`config.mk`:
```
export PLATFORM = sky130hd
export DESIGN_NAME = skyline_outline_sweep_top
export DESIGN_NICKNAME = d
export VERILOG_FILES = /design/src/design/sos_pkg.sv /design/src/design/sos_datapath.sv /design/src/design/sos_ctrl.sv /design/src/design/skyline_outline_sweep_top.sv
export SDC_FILE = /design/constraint.sdc
export NUM_CORES = 2
export LEC_CHECK = 0
export BUFFER_PORTS_ARGS = -buffer_cell sky130_fd_sc_hd__buf_2
export CELL_PAD_IN_SITES_DETAIL_PLACEMENT = 1
export CELL_PAD_IN_SITES_GLOBAL_PLACEMENT = 1
export CORE_MARGIN = 2
export CORE_UTILIZATION = 42
export CTS_BUF_LIST = sky130_fd_sc_hd__clkbuf_2 sky130_fd_sc_hd__clkbuf_4 sky130_fd_sc_hd__clkbuf_8
export DETAILED_ROUTE_END_ITERATION = 10
export PLACE_DENSITY = 0.68
export SETUP_SLACK_MARGIN = 0.1
export SLEW_MARGIN = 15
export SYNTH_ARGS = -nofsm -noshare
export SYNTH_HDL_FRONTEND = slang
export SYNTH_SLANG_ARGS = --single-unit
```
`constraint.sdc`:
```
create_clock -name clk_i -period 11 [get_ports clk_i]
set_input_delay 1.1 -clock clk_i [delete_from_list [all_inputs] [get_ports clk_i]]
set_output_delay 1.1 -clock clk_i [all_outputs]
set_load 0.02 [all_outputs]
```
`src/design/sos_pkg.sv`:
```
`timescale 1ns / 1ps
// ----------------------------------------------------------------------------
// sos_pkg: shared types and constants
// Controller states and the command/status bundles of the outline sweep.
// ----------------------------------------------------------------------------
package sos_pkg;

  localparam int unsigned MaxBuildingsDef = 16;
  localparam int unsigned CoordBitsDef    = 16;
  localparam int unsigned FieldBits       = 16;
  localparam int unsigned MaxOut          = 32;

  typedef enum logic [3:0] {
    ST_IDLE,
    ST_EVLOAD,
    ST_SORT,
    ST_EVFETCH,
    ST_EVRUN,
    ST_TOPSCAN,
    ST_POPSCAN,
    ST_EMIT,
    ST_CLEAR
  } sos_state_e;

  typedef struct packed {
    logic store;      // write building
    logic ev_init;    // start event build
    logic ev_load;    // load one event pair
    logic sort_init;
    logic sort_step;  // one compare/swap
    logic ev_fetch;   // latch next event
    logic ev_exec;    // act on latched event
    logic scan_init;
    logic scan_step;
    logic pop_step;   // act on scan result in pop loop
    logic emit;
    logic clear;
  } sos_cmd_t;

  typedef struct packed {
    logic ev_load_done;
    logic sort_done;
    logic ev_done;
    logic out_empty;  // no outline point recorded
    logic need_pop;   // latched event ends the heap top
    logic scan_done;
    logic pop_done;
    logic emit_done;
  } sos_sts_t;

endpackage

```
`src/design/sos_datapath.sv`:
```
`timescale 1ns / 1ps
// ----------------------------------------------------------------------------
// sos_datapath: building store, event sort, heap and outline store
// Every step is one command from the controller; one element per cycle.
// ----------------------------------------------------------------------------
module sos_datapath #(
  parameter int unsigned MaxBuildings = sos_pkg::MaxBuildingsDef,
  parameter int unsigned CoordBits    = sos_pkg::CoordBitsDef
) (
  input  logic                       clk_i,
  input  logic                       rst_ni,
  input  sos_pkg::sos_cmd_t          cmd_i,
  output sos_pkg::sos_sts_t          sts_o,
  input  logic [sos_pkg::FieldBits-1:0] left_edge_i,
  input  logic [sos_pkg::FieldBits-1:0] height_i,
  input  logic [sos_pkg::FieldBits-1:0] right_edge_i,
  output logic [sos_pkg::FieldBits-1:0] point_x_o,
  output logic [sos_pkg::FieldBits-1:0] point_height_o,
  output logic                       last_point_o,
  output logic                       overflow_o
);
  import sos_pkg::*;

  localparam int unsigned IdxW   = $clog2(MaxBuildings + 1);
  localparam int unsigned BW     = (MaxBuildings > 1) ? $clog2(MaxBuildings) : 1;
  localparam int unsigned NEv    = 2 * MaxBuildings;
  localparam int unsigned EW     = $clog2(NEv + 1);
  localparam int unsigned EAW    = $clog2(NEv);
  localparam int unsigned OutW   = $clog2(NEv + 1);
  localparam int unsigned OAW    = $clog2(NEv);
  localparam int unsigned CW     = (CoordBits < FieldBits) ? CoordBits : FieldBits;
  localparam int unsigned OutCap = (NEv < MaxOut) ? NEv : MaxOut;

  typedef struct packed {
    logic [CW-1:0] x;
    logic [BW-1:0] id;
  } ev_t;

  // building store
  logic [CW-1:0]        bl_q [MaxBuildings];
  logic [CW-1:0]        br_q [MaxBuildings];
  logic [FieldBits-1:0] bh_q [MaxBuildings];
  logic [IdxW-1:0]      cnt_q;
  logic                 drop_q;

  // events
  ev_t                  ev_q [NEv];
  logic [EW-1:0]        ne_q;
  logic [IdxW-1:0]      ldi_q;
  logic [EW-1:0]        si_q, sj_q;   // insertion sort indices
  ev_t                  sv_q;         // value being inserted
  logic                 shifting_q;
  logic [EW-1:0]        ep_q;         // sweep position
  ev_t                  cur_q;

  // heap (unordered, scanned for top)
  logic [BW-1:0]        hp_q [MaxBuildings];
  logic [IdxW-1:0]      hs_q;
  logic [MaxBuildings-1:0] act_q;
  logic [IdxW-1:0]      sk_q;
  logic [BW-1:0]        best_q;       // position of top

  // outline
  logic [CW+FieldBits-1:0] os_q [NEv];
  logic [OutW-1:0]      oc_q;
  logic [OutW-1:0]      emi_q;
  logic                 have_prev_q;
  logic [CW-1:0]        lx_q;
  logic [FieldBits-1:0] lh_q, ph_q;   // last height, height before last

  // ------------------------------------------------------------------
  logic [BW-1:0] cand_id, best_id;
  logic          cand_better;
  assign cand_id  = hp_q[sk_q[BW-1:0]];
  assign best_id  = hp_q[best_q];
  assign cand_better = (bh_q[cand_id] > bh_q[best_id]) ||
                       ((bh_q[cand_id] == bh_q[best_id]) && (cand_id > best_id));

  ev_t prev_ev;
  assign prev_ev = ev_q[sj_q[EAW-1:0] - EAW'(1)];

  logic cur_active;
  assign cur_active = act_q[cur_q.id];

  // record a point: whether to write and the height to record
  logic [FieldBits-1:0] rec_h;
  logic                 rec_en;

  always_comb begin
    rec_en = 1'b0;
    rec_h  = '0;
    if (cmd_i.ev_exec) begin
      if (cur_active) begin
        // end event: id is marked inactive; if it is the heap top, the pop path records
      end else if (hs_q == '0 || bh_q[cur_q.id] > bh_q[best_id]) begin
        rec_en = 1'b1;
        rec_h  = bh_q[cur_q.id];
      end
    end else if (cmd_i.pop_step && (hs_q == '0 || act_q[best_id])) begin
      rec_en = 1'b1;
      rec_h  = (hs_q == '0) ? '0 : bh_q[best_id];
    end
  end

  always_comb begin
    sts_o.ev_load_done = (ldi_q == cnt_q);
    sts_o.sort_done    = (si_q >= ne_q) && !shifting_q;
    sts_o.ev_done      = (ep_q == ne_q);
    sts_o.out_empty    = (oc_q == '0);
    sts_o.need_pop     = cur_active && (hs_q != '0) && (best_id == cur_q.id);
    sts_o.scan_done    = (sk_q >= hs_q);
    sts_o.pop_done     = (hs_q == '0) || act_q[best_id];
    sts_o.emit_done    = (emi_q + OutW'(1) >= oc_q) ||
                         (emi_q + OutW'(1) >= OutW'(OutCap));
  end

  always_ff @(posedge clk_i or negedge rst_ni) begin
    if (!rst_ni) begin
      cnt_q <= '0; drop_q <= 1'b0; ne_q <= '0; ldi_q <= '0;
      si_q <= '0; sj_q <= '0; shifting_q <= 1'b0; ep_q <= '0;
      hs_q <= '0; act_q <= '0; sk_q <= '0; best_q <= '0;
      oc_q <= '0; emi_q <= '0; have_prev_q <= 1'b0;
      lx_q <= '0; lh_q <= '0; ph_q <= '0;
    end else begin
      if (cmd_i.store) begin
        if (cnt_q < IdxW'(MaxBuildings)) cnt_q <= cnt_q + IdxW'(1);
        else drop_q <= 1'b1;
      end
      if (cmd_i.ev_init) begin
        ldi_q <= '0; ne_q <= '0;
      end
      if (cmd_i.ev_load) begin
        ldi_q <= ldi_q + IdxW'(1);
        ne_q  <= ne_q + EW'(2);
      end
      if (cmd_i.sort_init) begin
        si_q <= EW'(1); shifting_q <= 1'b0;
      end
      if (cmd_i.sort_step) begin
        if (!shifting_q) begin
          if (si_q < ne_q) begin
            sj_q <= si_q; shifting_q <= 1'b1;
          end
        end else if (sj_q != '0 && prev_ev > sv_q) begin
          sj_q <= sj_q - EW'(1);
        end else begin
          shifting_q <= 1'b0;
          si_q <= si_q + EW'(1);
        end
      end
      if (cmd_i.ev_fetch) begin
        ep_q <= ep_q + EW'(1);
      end
      if (cmd_i.scan_init) begin
        sk_q <= IdxW'(1); best_q <= '0;
      end
      if (cmd_i.scan_step && sk_q < hs_q) begin
        if (cand_better) best_q <= sk_q[BW-1:0];
        sk_q <= sk_q + IdxW'(1);
      end
      if (cmd_i.ev_exec) begin
        if (cur_active) begin
          act_q[cur_q.id] <= 1'b0;
        end else begin
          act_q[cur_q.id] <= 1'b1;
          if (hs_q < IdxW'(MaxBuildings)) hs_q <= hs_q + IdxW'(1);
        end
      end
      if (cmd_i.pop_step && !(hs_q == '0 || act_q[best_id])) begin
        hs_q <= hs_q - IdxW'(1);
      end
      if (rec_en) begin
        if (have_prev_q && lx_q == cur_q.x) begin
          // replace latest point, or drop it if the height matches the one before
          if (rec_h == ph_q) begin
            oc_q <= oc_q - OutW'(1);
            lh_q <= ph_q;
            have_prev_q <= (oc_q > OutW'(1));
            if (oc_q > OutW'(1)) begin
              lx_q <= os_q[oc_q[OAW-1:0] - OAW'(2)][CW+FieldBits-1:FieldBits];
              ph_q <= (oc_q > OutW'(2)) ?
                      os_q[oc_q[OAW-1:0] - OAW'(3)][FieldBits-1:0] : '0;
            end
          end else begin
            lh_q <= rec_h;
          end
        end else if (rec_h != (have_prev_q ? lh_q : '0)) begin
          if (oc_q < OutW'(NEv)) begin
            oc_q <= oc_q + OutW'(1);
            ph_q <= have_prev_q ? lh_q : '0;
            lh_q <= rec_h;
            lx_q <= cur_q.x;
            have_prev_q <= 1'b1;
          end
        end
      end
      if (cmd_i.emit) emi_q <= emi_q + OutW'(1);
      if (cmd_i.clear) begin
        cnt_q <= '0; drop_q <= 1'b0; hs_q <= '0; act_q <= '0;
        oc_q <= '0; emi_q <= '0; have_prev_q <= 1'b0; ep_q <= '0;
      end
    end
  end

  // payload storage
  always_ff @(posedge clk_i) begin
    if (cmd_i.store && cnt_q < IdxW'(MaxBuildings)) begin
      bl_q[cnt_q[BW-1:0]] <= left_edge_i[CW-1:0];
      br_q[cnt_q[BW-1:0]] <= right_edge_i[CW-1:0];
      bh_q[cnt_q[BW-1:0]] <= height_i;
    end
    if (cmd_i.ev_load) begin
      ev_q[ne_q[EAW-1:0]]            <= '{x: bl_q[ldi_q[BW-1:0]], id: ldi_q[BW-1:0]};
      ev_q[ne_q[EAW-1:0] + EAW'(1)]  <= '{x: br_q[ldi_q[BW-1:0]], id: ldi_q[BW-1:0]};
    end
    if (cmd_i.sort_step) begin
      if (!shifting_q) begin
        if (si_q < ne_q) sv_q <= ev_q[si_q[EAW-1:0]];
      end else if (sj_q != '0 && prev_ev > sv_q) begin
        ev_q[sj_q[EAW-1:0]] <= prev_ev;
      end else begin
        ev_q[sj_q[EAW-1:0]] <= sv_q;
      end
    end
    if (cmd_i.ev_fetch) cur_q <= ev_q[ep_q[EAW-1:0]];
    if (cmd_i.ev_exec && !cur_active && hs_q < IdxW'(MaxBuildings))
      hp_q[hs_q[BW-1:0]] <= cur_q.id;
    if (cmd_i.pop_step && !(hs_q == '0 || act_q[best_id]))
      hp_q[best_q] <= hp_q[hs_q[BW-1:0] - BW'(1)];
    if (rec_en) begin
      if (have_prev_q && lx_q == cur_q.x) begin
        if (rec_h != ph_q) os_q[oc_q[OAW-1:0] - OAW'(1)] <= {cur_q.x, rec_h};
      end else if (rec_h != (have_prev_q ? lh_q : '0) && oc_q < OutW'(NEv)) begin
        os_q[oc_q[OAW-1:0]] <= {cur_q.x, rec_h};
      end
    end
  end

  logic [CW+FieldBits-1:0] out_word;
  assign out_word       = os_q[emi_q[OAW-1:0]];
  assign point_x_o      = FieldBits'(out_word[CW+FieldBits-1:FieldBits]);
  assign point_height_o = out_word[FieldBits-1:0];
  assign last_point_o   = sts_o.emit_done;
  assign overflow_o     = drop_q;

`ifndef SYNTHESIS
  a_heap_bound: assert property (@(posedge clk_i) disable iff (!rst_ni)
    hs_q <= IdxW'(MaxBuildings)) else $error("heap size out of range");
  a_cnt_bound: assert property (@(posedge clk_i) disable iff (!rst_ni)
    cnt_q <= IdxW'(MaxBuildings)) else $error("building count out of range");
  a_out_bound: assert property (@(posedge clk_i) disable iff (!rst_ni)
    oc_q <= OutW'(NEv)) else $error("outline count out of range");
  a_clear: assert property (@(posedge clk_i) disable iff (!rst_ni)
    cmd_i.clear |=> (hs_q == '0 && oc_q == '0 && act_q == '0))
    else $error("state not cleared");
`endif
endmodule

```
`src/design/sos_ctrl.sv`:
```
`timescale 1ns / 1ps
// ----------------------------------------------------------------------------
// sos_ctrl: sequencing state machine
// Steps the datapath through load, sort, sweep and emission.
// ----------------------------------------------------------------------------
module sos_ctrl (
  input  logic              clk_i,
  input  logic              rst_ni,
  input  logic              start_i,
  input  logic              last_building_i,
  input  sos_pkg::sos_sts_t sts_i,
  output sos_pkg::sos_cmd_t cmd_o,
  output logic              busy_o,
  output logic              point_valid_o
);
  import sos_pkg::*;

  sos_state_e state_q, state_d;

  always_comb begin
    state_d = state_q;
    unique case (state_q)
      ST_IDLE:    if (start_i && last_building_i) state_d = ST_EVLOAD;
      ST_EVLOAD:  if (sts_i.ev_load_done) state_d = ST_SORT;
      ST_SORT:    if (sts_i.sort_done) state_d = ST_EVFETCH;
      ST_EVFETCH: begin
        if (!sts_i.ev_done)       state_d = ST_TOPSCAN;
        else if (sts_i.out_empty) state_d = ST_CLEAR;
        else                      state_d = ST_EMIT;
      end
      ST_TOPSCAN: if (sts_i.scan_done) state_d = ST_EVRUN;
      ST_EVRUN:   state_d = sts_i.need_pop ? ST_POPSCAN : ST_EVFETCH;
      ST_POPSCAN: if (sts_i.scan_done && sts_i.pop_done) state_d = ST_EVFETCH;
      ST_EMIT:    if (sts_i.emit_done) state_d = ST_CLEAR;
      ST_CLEAR:   state_d = ST_IDLE;
      default:    state_d = ST_IDLE;
    endcase
  end

  always_comb begin
    cmd_o = '0;
    busy_o = (state_q != ST_IDLE);
    point_valid_o = 1'b0;
    unique case (state_q)
      ST_IDLE: begin
        cmd_o.store   = start_i;
        cmd_o.ev_init = start_i && last_building_i;
      end
      ST_EVLOAD: begin
        cmd_o.ev_load   = !sts_i.ev_load_done;
        cmd_o.sort_init = sts_i.ev_load_done;
      end
      ST_SORT:    cmd_o.sort_step = 1'b1;
      ST_EVFETCH: begin
        cmd_o.ev_fetch  = !sts_i.ev_done;
        cmd_o.scan_init = 1'b1;
      end
      ST_TOPSCAN: cmd_o.scan_step = 1'b1;
      ST_EVRUN:   cmd_o.ev_exec = 1'b1;
      // pop loop: once the scan settles, pop an inactive top and rescan,
      // or record the surviving top and move on
      ST_POPSCAN: begin
        cmd_o.scan_step = !sts_i.scan_done;
        cmd_o.pop_step  = sts_i.scan_done;
        cmd_o.scan_init = sts_i.scan_done && !sts_i.pop_done;
      end
      ST_EMIT: begin
        cmd_o.emit    = 1'b1;
        point_valid_o = 1'b1;
      end
      ST_CLEAR: cmd_o.clear = 1'b1;
      default: ;
    endcase
  end

  always_ff @(posedge clk_i or negedge rst_ni) begin
    if (!rst_ni) begin
      state_q <= ST_IDLE;
    end else begin
      state_q <= state_d;
    end
  end

`ifndef SYNTHESIS
  a_emit_busy: assert property (@(posedge clk_i) disable iff (!rst_ni)
    point_valid_o |-> busy_o) else $error("emit while idle");
  a_clear_idle: assert property (@(posedge clk_i) disable iff (!rst_ni)
    state_q == ST_CLEAR |=> state_q == ST_IDLE) else $error("clear not final");
  a_store_idle: assert property (@(posedge clk_i) disable iff (!rst_ni)
    cmd_o.store |-> !busy_o) else $error("store while busy");
`endif
endmodule

```
`src/design/skyline_outline_sweep_top.sv`:
```
`timescale 1ns / 1ps
// ----------------------------------------------------------------------------
// skyline_outline_sweep_top: building outline generator
// Loads buildings, sorts edge events, sweeps a height heap, emits points.
// ----------------------------------------------------------------------------
// Usage:
//  - Input transaction: start high while busy low loads one building
//    (left_edge_i, height_i, right_edge_i). Buildings load back to back
//    while last_building_i is low.
//  - last_building_i on a transaction runs the sweep; busy stays high
//    until the outline has been emitted and state cleared.
//  - Sweep sequence for N stored buildings: event load, insertion sort of
//    the 2N events, then per event a fetch, a linear heap scan and an
//    execute step, plus a heap rescan per heap pop; emission one point
//    per cycle, then a clear.
//  - Each point appears for one cycle with point_valid_o; last_point_o
//    marks the final point, overflow_o reports dropped buildings.
//  - The receiver cannot stall; points are never held.
//  - Reset clears counts, heap and outline; stores need no clearing.
// ----------------------------------------------------------------------------
module skyline_outline_sweep_top #(
  parameter int unsigned MaxBuildings = sos_pkg::MaxBuildingsDef,
  parameter int unsigned CoordBits    = sos_pkg::CoordBitsDef
) (
  input  logic                          clk_i,
  input  logic                          rst_ni,
  input  logic                          start,
  output logic                          busy,
  input  logic [sos_pkg::FieldBits-1:0] left_edge_i,
  input  logic [sos_pkg::FieldBits-1:0] height_i,
  input  logic [sos_pkg::FieldBits-1:0] right_edge_i,
  input  logic                          last_building_i,
  output logic                          point_valid_o,
  output logic [sos_pkg::FieldBits-1:0] point_x_o,
  output logic [sos_pkg::FieldBits-1:0] point_height_o,
  output logic                          last_point_o,
  output logic                          overflow_o
);
  import sos_pkg::*;

  sos_cmd_t cmd;
  sos_sts_t sts;

  sos_ctrl u_ctrl (
    .clk_i, .rst_ni, .start_i(start), .last_building_i,
    .sts_i(sts), .cmd_o(cmd), .busy_o(busy), .point_valid_o
  );

  sos_datapath #(.MaxBuildings(MaxBuildings), .CoordBits(CoordBits)) u_dp (
    .clk_i, .rst_ni, .cmd_i(cmd), .sts_o(sts),
    .left_edge_i, .height_i, .right_edge_i,
    .point_x_o, .point_height_o, .last_point_o, .overflow_o
  );

`ifndef SYNTHESIS
  a_no_start_busy: assert property (@(posedge clk_i) disable iff (!rst_ni)
    (start && !busy && last_building_i) |=> busy) else $error("sweep not started");
  a_last_valid: assert property (@(posedge clk_i) disable iff (!rst_ni)
    (point_valid_o && last_point_o) |=> !point_valid_o) else $error("point after last");
  a_valid_busy: assert property (@(posedge clk_i) disable iff (!rst_ni)
    point_valid_o |-> busy) else $error("point while idle");
`endif
endmodule
```
# == Word level (Yosys, flattened, before mapping) ==
# Memory sizes are Yosys's and may differ from the RTL's. A register that Yosys moved wholly into a read port is not among the register bits.
# Index checks and enable logic that the tools add are counted.
# op_classes
addsub,18
bitwise,5
magnitude_cmp,18
reduce_logical,60
eq_ne,28
muxes,136
# ops
cell,n
$mux W16,24
$mux W6,19
$mux W5,14
$mux W1,54
$mux W4,13
$eq A16 B16 Y1,3
$mux W20,2
$gt A16 B16 Y1,2
$mux W32,1
$ne A16 B16 Y1,2
$pmux W4 S8,1
$reduce_or A32 Y1,1
$add A5 B1 Y5 const B,5
$add A6 B1 Y6 const B,4
$reduce_bool A2 Y1,11
$gt A20 B20 Y1,1
$reduce_or A20 Y1,1
$logic_and A1 B1 Y1,17
$and A16 B16 Y16,1
$eq A4 B3 Y1 const B,4
$not A16 Y16,1
$or A16 B16 Y16,1
$sub A5 B1 Y5 const B,3
$ge A6 B6 Y1,2
46 further kinds,78
# totals
elab_cells,290
input_bits,52
output_inout_bits,36
memories,6
ram_bits,2496
ff_bits,131
# mem_list
memory,words,width,read_ports,rd_ports_with_merged_regs,wr,line_no,text
u_dp.os_q,32,32,3,0,1,sos_datapath.sv:64,logic [CW+FieldBits-1:0] os_q [NEv];
u_dp.ev_q,32,20,3,2,2,sos_datapath.sv:47,ev_t ev_q [NEv];
u_dp.bh_q,16,16,3,0,1,sos_datapath.sv:42,logic [FieldBits-1:0] bh_q [MaxBuildings];
u_dp.bl_q,16,16,1,0,1,sos_datapath.sv:40,logic [CW-1:0] bl_q [MaxBuildings];
u_dp.br_q,16,16,1,0,1,sos_datapath.sv:41,logic [CW-1:0] br_q [MaxBuildings];
u_dp.hp_q,16,4,3,0,1,sos_datapath.sv:57,logic [BW-1:0] hp_q [MaxBuildings];

# == Longest topological paths before layout ==
# An unclocked memory read counts as a cell.
# depth
word_depth,15
ltp_mapped,33
depth_no_buf,22

# == By module ==
# A second synthesis with hierarchy kept.
# hier_totals
hier_cells,8263
hier_area_um2,139897.9
# modules_own_cells
mod,cells_per_inst,seq_area_each_um2,area_each_um2,instances
sos_datapath,8200,79306.1,139394.9,1
sos_ctrl,63,100.1,503.0,1

# == Worst setup path before layout ==
# Ideal clock, no wire load.
# synth_timing
kind,register -> register
from,register u_dp.best_q[0]
to,memory u_dp.os_q[20][0] (netlist bit) (enable)
setup_time_ns,0.594
setup_slack_ns,-0.244
arrival_time_ns,10.650
path_stages_with_launch,31
path_buffers,10
synth_period_minus_slack_ns,11.244
required_time_ns,10.406
path_cell_list,dfrtp_1 buf_6 buf_6 mux4_2 a2bb2oi_1 a22oi_4 inv_2 buf_6 buf_6 buf_6 buf_6 mux2i_1 a32oi_1 nand4_1 ha_1 o211ai_1 a21oi_1 o221a_2 buf_1 o21a_1 buf_2 buf_2 nand2_1 a32oi_1 nand4_1 a2111o_1 o21a_1 nor2_2 buf_4 a21oi_1 a2111oi_0
# synth_between
elab_chain_len,15
elab_cells_between_ends,31
cone_classes,order compare (1); eq/ne (2); mux (21); reduce/logical (5); memory (2)
# synth_lines
element,line_no,text
start: declaration,sos_datapath.sv:61,logic [BW-1:0] best_q;
start signal: assignment,sos_datapath.sv:158,if (cand_better) best_q <= sk_q[BW-1:0];
$mem_v2 Z16 W4 (*),n/a,
$mem_v2 Z16 W16 / $bmux W1 S4 (equally long branches),n/a,
$gt A16 B16 Y1 / $mux W1 (equally long branches),"sos_datapath.sv:95, sos_datapath.sv:99",
$logic_or A1 B1 Y1 (on tied branches),"sos_datapath.sv:95, sos_datapath.sv:99",
$mux W16 / $logic_and A1 B1 Y1 (equally long branches),"sos_datapath.sv:95, sos_datapath.sv:99",
$mux W16 (on tied branches),"sos_datapath.sv:93, sos_datapath.sv:99",
$mux W16,sos_datapath.sv:92,if (cmd_i.ev_exec) begin
$ne A16 B16 Y1,sos_datapath.sv:233,end else if (rec_h != (have_prev_q ? lh_q : '0) && oc_q < OutW'(NEv)) begin
$logic_and A1 B1 Y1,sos_datapath.sv:233,
$mux W1,sos_datapath.sv:233,
$mux W1,sos_datapath.sv:231,if (have_prev_q && lx_q == cur_q.x) begin
$mux W1,sos_datapath.sv:230,if (rec_en) begin
$mux W1 (not written as such),sos_datapath.sv:234,"os_q[oc_q[OAW-1:0]] <= {cur_q.x, rec_h};"
$reduce_or A32 Y1 (no source line),n/a,
$mux W5 (no source line) / $mux W1 (equally long branches),n/a,
end: declaration,sos_datapath.sv:64,
# Mark *: on every way between the ends. The rest lies on a longest branch, timed or not. The select of a mux whose other input is x is not followed.

# == Final worst setup path ==
# layout_timing
from,register u_dp.best_q[1]
to,memory u_dp.os_q[0][23] (netlist bit) (enable)
# The elaborated chain is that of the path after synthesis.

==> metrics <==
Layout Skew=0.155 ns; switch share=0.419; nets@finish=8,061; Setup crit start kind=register; CTS Buf Count=450; first-pass GRT wire length=approximately 660,000 µm; switching power=a little over 20,000 µW; worst path cell trace=mux4_2 -> or2_1 -> buf_4 -> a22o_4 -> inv_4 -> nor3_2 -> buf_4 -> a32oi_1 -> nand4_2 -> ha_1 -> nand3_1 -> nor3_1 -> a21oi_1 -> o21a_1 -> o21a_1 -> nand2_1 -> a32oi_1 -> nand3_1 -> a2111o_1 -> o21a_1 -> nor2_2 -> a31oi_1 -> nor4_2 -> buf_4; Fin. Hold Viols=0; synthesis-to-finish area growth=11.6%; Reg power frac=0.286; WL/cell=~37 µm; core area=approximately 320,000 µm²; Pint=approximately 28,000 µW; FF-to-FF path depth=24; Synth Area in XOR/XNOR=0.00400; main combinational cell family by area after synthesis=multiplexers; Via density=between 6 and 7; Slew Limit Fails=0; RSZ-0062 raised after global routing=no; Clk network pwr share=0.191; CP Data Required Time=11.71 ns; post-synthesis mux area share=0.298; DRC marker count from the first detailed-route iteration=10,200; ys async rst share=0.0488; DP Cell Count=11,800; Horiz. Die Dim=573 µm; Yosys reg bits=2,666; Rel. slew slack=0.163; Yosys top cell area share=0.560; combinational share of power=0.522; Crit. End Element=register; total clock sinks=2,666; compound-cell area share of the yosys netlist=0.0532; post-synthesis adder-cell area fraction=0.00889; GRT overflow=0; synthesized area=approximately 140,000 µm²; syn_area_per_cell=17.5 µm²; share of cells above drive strength 1=0.379; Initial Util=0.423; CTS tree=done; Mapped Nets=7,914; Post-route DRC=0; Syn. warnings=0; worst-path maximum fanout=39; crit path kind=register to register; sink of the worst hold path=u_dp.bl_q[9][4]$_DFFE_PP_; antenna viol nets, final=0; area leader, netlist=edfxtp_1; WHS Path Cells=1; reg2reg start=u_dp.best_q[1]$_DFF_PN0_; Worst path max stage delay=~0.95 ns; Worst Path Arrival=10.53 ns; slew of the pin with the lowest slew margin=1.25 ns; reg2reg end=u_dp.os_q[0][23]$_DFFE_PP_; final period utilization=0.892; post-synth cell types=100; smallest hold slack=0.287 ns; status=complete, no violations; Max Cap Viol=0; PortBufs=87; worst hold start=left_edge_i[4]; Period minus WS final=about 9.8 ns; Clock Tree Buf Depth=4; Mapped Cells=between 7,000 and 8,000; Root Driver=clkbuf_8; vias in the first global route=approximately 90,000; die area=about 330,000 µm²; Post-Synth Simple-Gate Area=0.0286; EDFF count, synth=approximately 2,500; post-synthesis sequential area ratio=0.584; H-tree Lvls=5; Peak supply drop=0.000329 V; PwrDens=approximately 320 nW/µm²; Top delay family on crit path=compound AO/OA/AOI/OAI gates; Via Count=~85,000; Slowest cell on crit path=dfrtp_1; fmax=about 0.10 GHz; WP buf/inv=4; Final WS setup=around 1.2 ns; initial antenna violation count=50; TritonRoute pass-1 iters=5; GR Util All Layers=0.276; top post-synthesis cells by area=edfxtp_1 (56%), mux4_2 (24%), mux2_2 (3.2%); Leak=0.0486 µW; total wire length=roughly 460,000 µm; final std cells w/o fill=approximately 13,000; Final Setup Violations=0; Final GP Congestion=0.902; row cnt=between 200 and 250; worst min path class=primary input to register; ys flop type=edfxtp_1; pin count of the biggest net entering global routing=~170; Place WS=1.53 ns; Worst-path clk slew=0.07 ns; Skew-Pair Late Insertion Delay=roughly 1.2 ns; Ports=just under 90; die height=around 570 µm; dpl hpwl=276,000 µm; flop2flop setup slack=between 1 and 1.5 ns
-- logic make-up after synthesis --
kind of cell    after synthesis
flops                      2666
mux                        2153
compound gates             1187
simple gates                819
buf+inv                     783
fa+ha+maj                    96
xor+xnor                     62
-- repair_timing --
| action | CTS | global route |
|---|---|---|
| resized for setup | 0 | 0 |
| endpoints found under the setup margin | 0 | 0 |
| endpoints found under the hold margin | 50 | 0 |
| setup buffers | 0 | 0 |
| hold buffers | 1 | 0 |
-- power groups by stage --
stage / clock network, µW / registers, µW / logic (µW)
2_1_floorplan: 0 / 13600 / 16400
3_3_place_gp: 0 / 14100 / 24400
3_5_place_dp: 0 / 14100 / 24900
4_1_cts: 9430 / 13900 / 25100
5_1_grt: 9820 / 13900 / 26600
6_report: 9280 / 13900 / 25300
-- stage by stage --
step / TNS, ns / area [µm²] / utilization / power [µW]
6_report: 0 / 152000 / 0.472 / 48500
5_1_grt: 0 / 152000 / 0.472 / 50400
4_1_cts: 0 / 152000 / 0.472 / 48400
3_5_place_dp: 0 / 142000 / 0.443 / 39100
3_3_place_gp: 0 / 142000 / 0.443 / 38500
2_1_floorplan: -15.64 / 136000 / - / 29900
-- layout make-up --
class | count | area (µm²)
Inverter | 106 | 403
Tap cell | 4305 | 5390
Clock inverter | 218 | 1890
Multi-Input combinational cell | 4317 | 54400
Clock buffer | 588 | 7270
Fill cell | 30100 | 170000
Sequential cell | 2666 | 79500
Antenna cell | 11 | 27.5
Timing Repair Buffer | 372 | 2770
-- worst reg2reg max path, cell delays in order (launching register included) --
cell and delay, ns:
dfrtp_1 0.95, mux4_2 0.37, or2_1 0.10, buf_4 0.40, a22o_4 0.58, inv_4 0.14, nor3_2 0.75, buf_4 0.37
a32oi_1 0.15, nand4_2 0.32, ha_1 0.35, nand3_1 0.10, nor3_1 0.05, a21oi_1 0.19, o21a_1 0.29, o21a_1 0.69
nand2_1 0.36, a32oi_1 0.28, nand3_1 0.11, a2111o_1 0.42, o21a_1 0.31, nor2_2 0.50, a31oi_1 0.53, nor4_2 0.44
buf_4 0.63
-- state kept, by name, summed over array words and instances, names as in the netlist, 6 cells and up --
register and count:
u_dp.lx_q 16, u_dp.sv_q 20, u_dp.lh_q 16, u_dp.ev_q 640
u_dp.hp_q 64, u_dp.ph_q 16, u_dp.br_q 256, u_dp.emi_q 6
u_dp.cur_q 20, u_dp.oc_q 6, u_dp.bh_q 256, u_dp.si_q 6
u_dp.sj_q 6, u_dp.bl_q 256, u_dp.os_q 1024, u_dp.ep_q 6
u_dp.act_q 16
-- worst max-delay path by stage --
stage	startpoint	endpoint	slack, ns	cells past startpoint
2_1_floorplan	u_dp.best_q[0]$_DFF_PN0_	u_dp.os_q[20][0]$_DFFE_PP_	-0.24	30
3_3_place_gp	u_dp.best_q[1]$_DFF_PN0_	u_dp.os_q[11][23]$_DFFE_PP_	1.76	25
3_5_place_dp	u_dp.best_q[1]$_DFF_PN0_	u_dp.os_q[0][27]$_DFFE_PP_	1.53	24
4_1_cts	u_dp.best_q[1]$_DFF_PN0_	u_dp.os_q[0][27]$_DFFE_PP_	1.42	24
5_1_grt	u_dp.best_q[1]$_DFF_PN0_	u_dp.os_q[0][23]$_DFFE_PP_	0.80	24
6_report	u_dp.best_q[1]$_DFF_PN0_	u_dp.os_q[0][23]$_DFFE_PP_	1.19	24
-- layer usage --
layer / GRT usage / up-vias / wire length (µm)
met4: 0.119 / 48 / 21400
met1: 0.371 / 46000 / 178000
met2: 0.432 / 5084 / 217000
met5: 0 / - / 298
met3: 0.0638 / 1076 / 46100
li1: - / 33100 / -
-- cell usage after synthesis, types with 5 or more instances --
cell type	instances
o211ai_1	9
and3_1	10
a21oi_1	127
o21ai_1	29
buf_1	114
a22o_1	8
o22ai_1	51
nor3_1	40
nor4_1	20
nand3_1	55
a21o_1	18
nand4_1	40
nor2b_1	23
xor2_1	22
mux2_2	389
edfxtp_1	2536
a221oi_1	38
o21ai_0	631
or3_1	5
nand2b_1	26
a21boi_0	5
and2_1	36
inv_1	101
o221ai_1	62
buf_6	11
a22oi_1	18
dfrtp_1	130
a211oi_1	44
nor2_1	120
mux2_1	50
clkbuf_1	508
mux2i_1	242
buf_4	11
nand2_1	393
or2_2	11
a31oi_1	14
o31ai_1	11
buf_2	33
xnor2_1	40
mux4_2	1471
ha_1	95
a32oi_1	57
o21a_1	9
-- layout by cell type (no fill, tap or decap), types with 86 or more instances in the layout --
| cell | synthesis | final |
|---|---|---|
| a21oi_1 | 127 | 126 |
| nand2_1 | 393 | 390 |
| ha_1 | 95 | 92 |
| buf_4 | 11 | 268 |
| mux2i_1 | 242 | 242 |
| mux4_2 | 1471 | 1470 |
| edfxtp_1 | 2536 | 2536 |
| clkbuf_8 | 0 | 457 |
| o21ai_0 | 631 | 602 |
| clkinv_1 | 1 | 110 |
| inv_1 | 101 | 99 |
| mux2_2 | 389 | 389 |
| dfrtp_1 | 130 | 109 |
| clkbuf_4 | 0 | 131 |
| buf_2 | 33 | 86 |
Note: power is estimated with default switching activity, not from simulation.
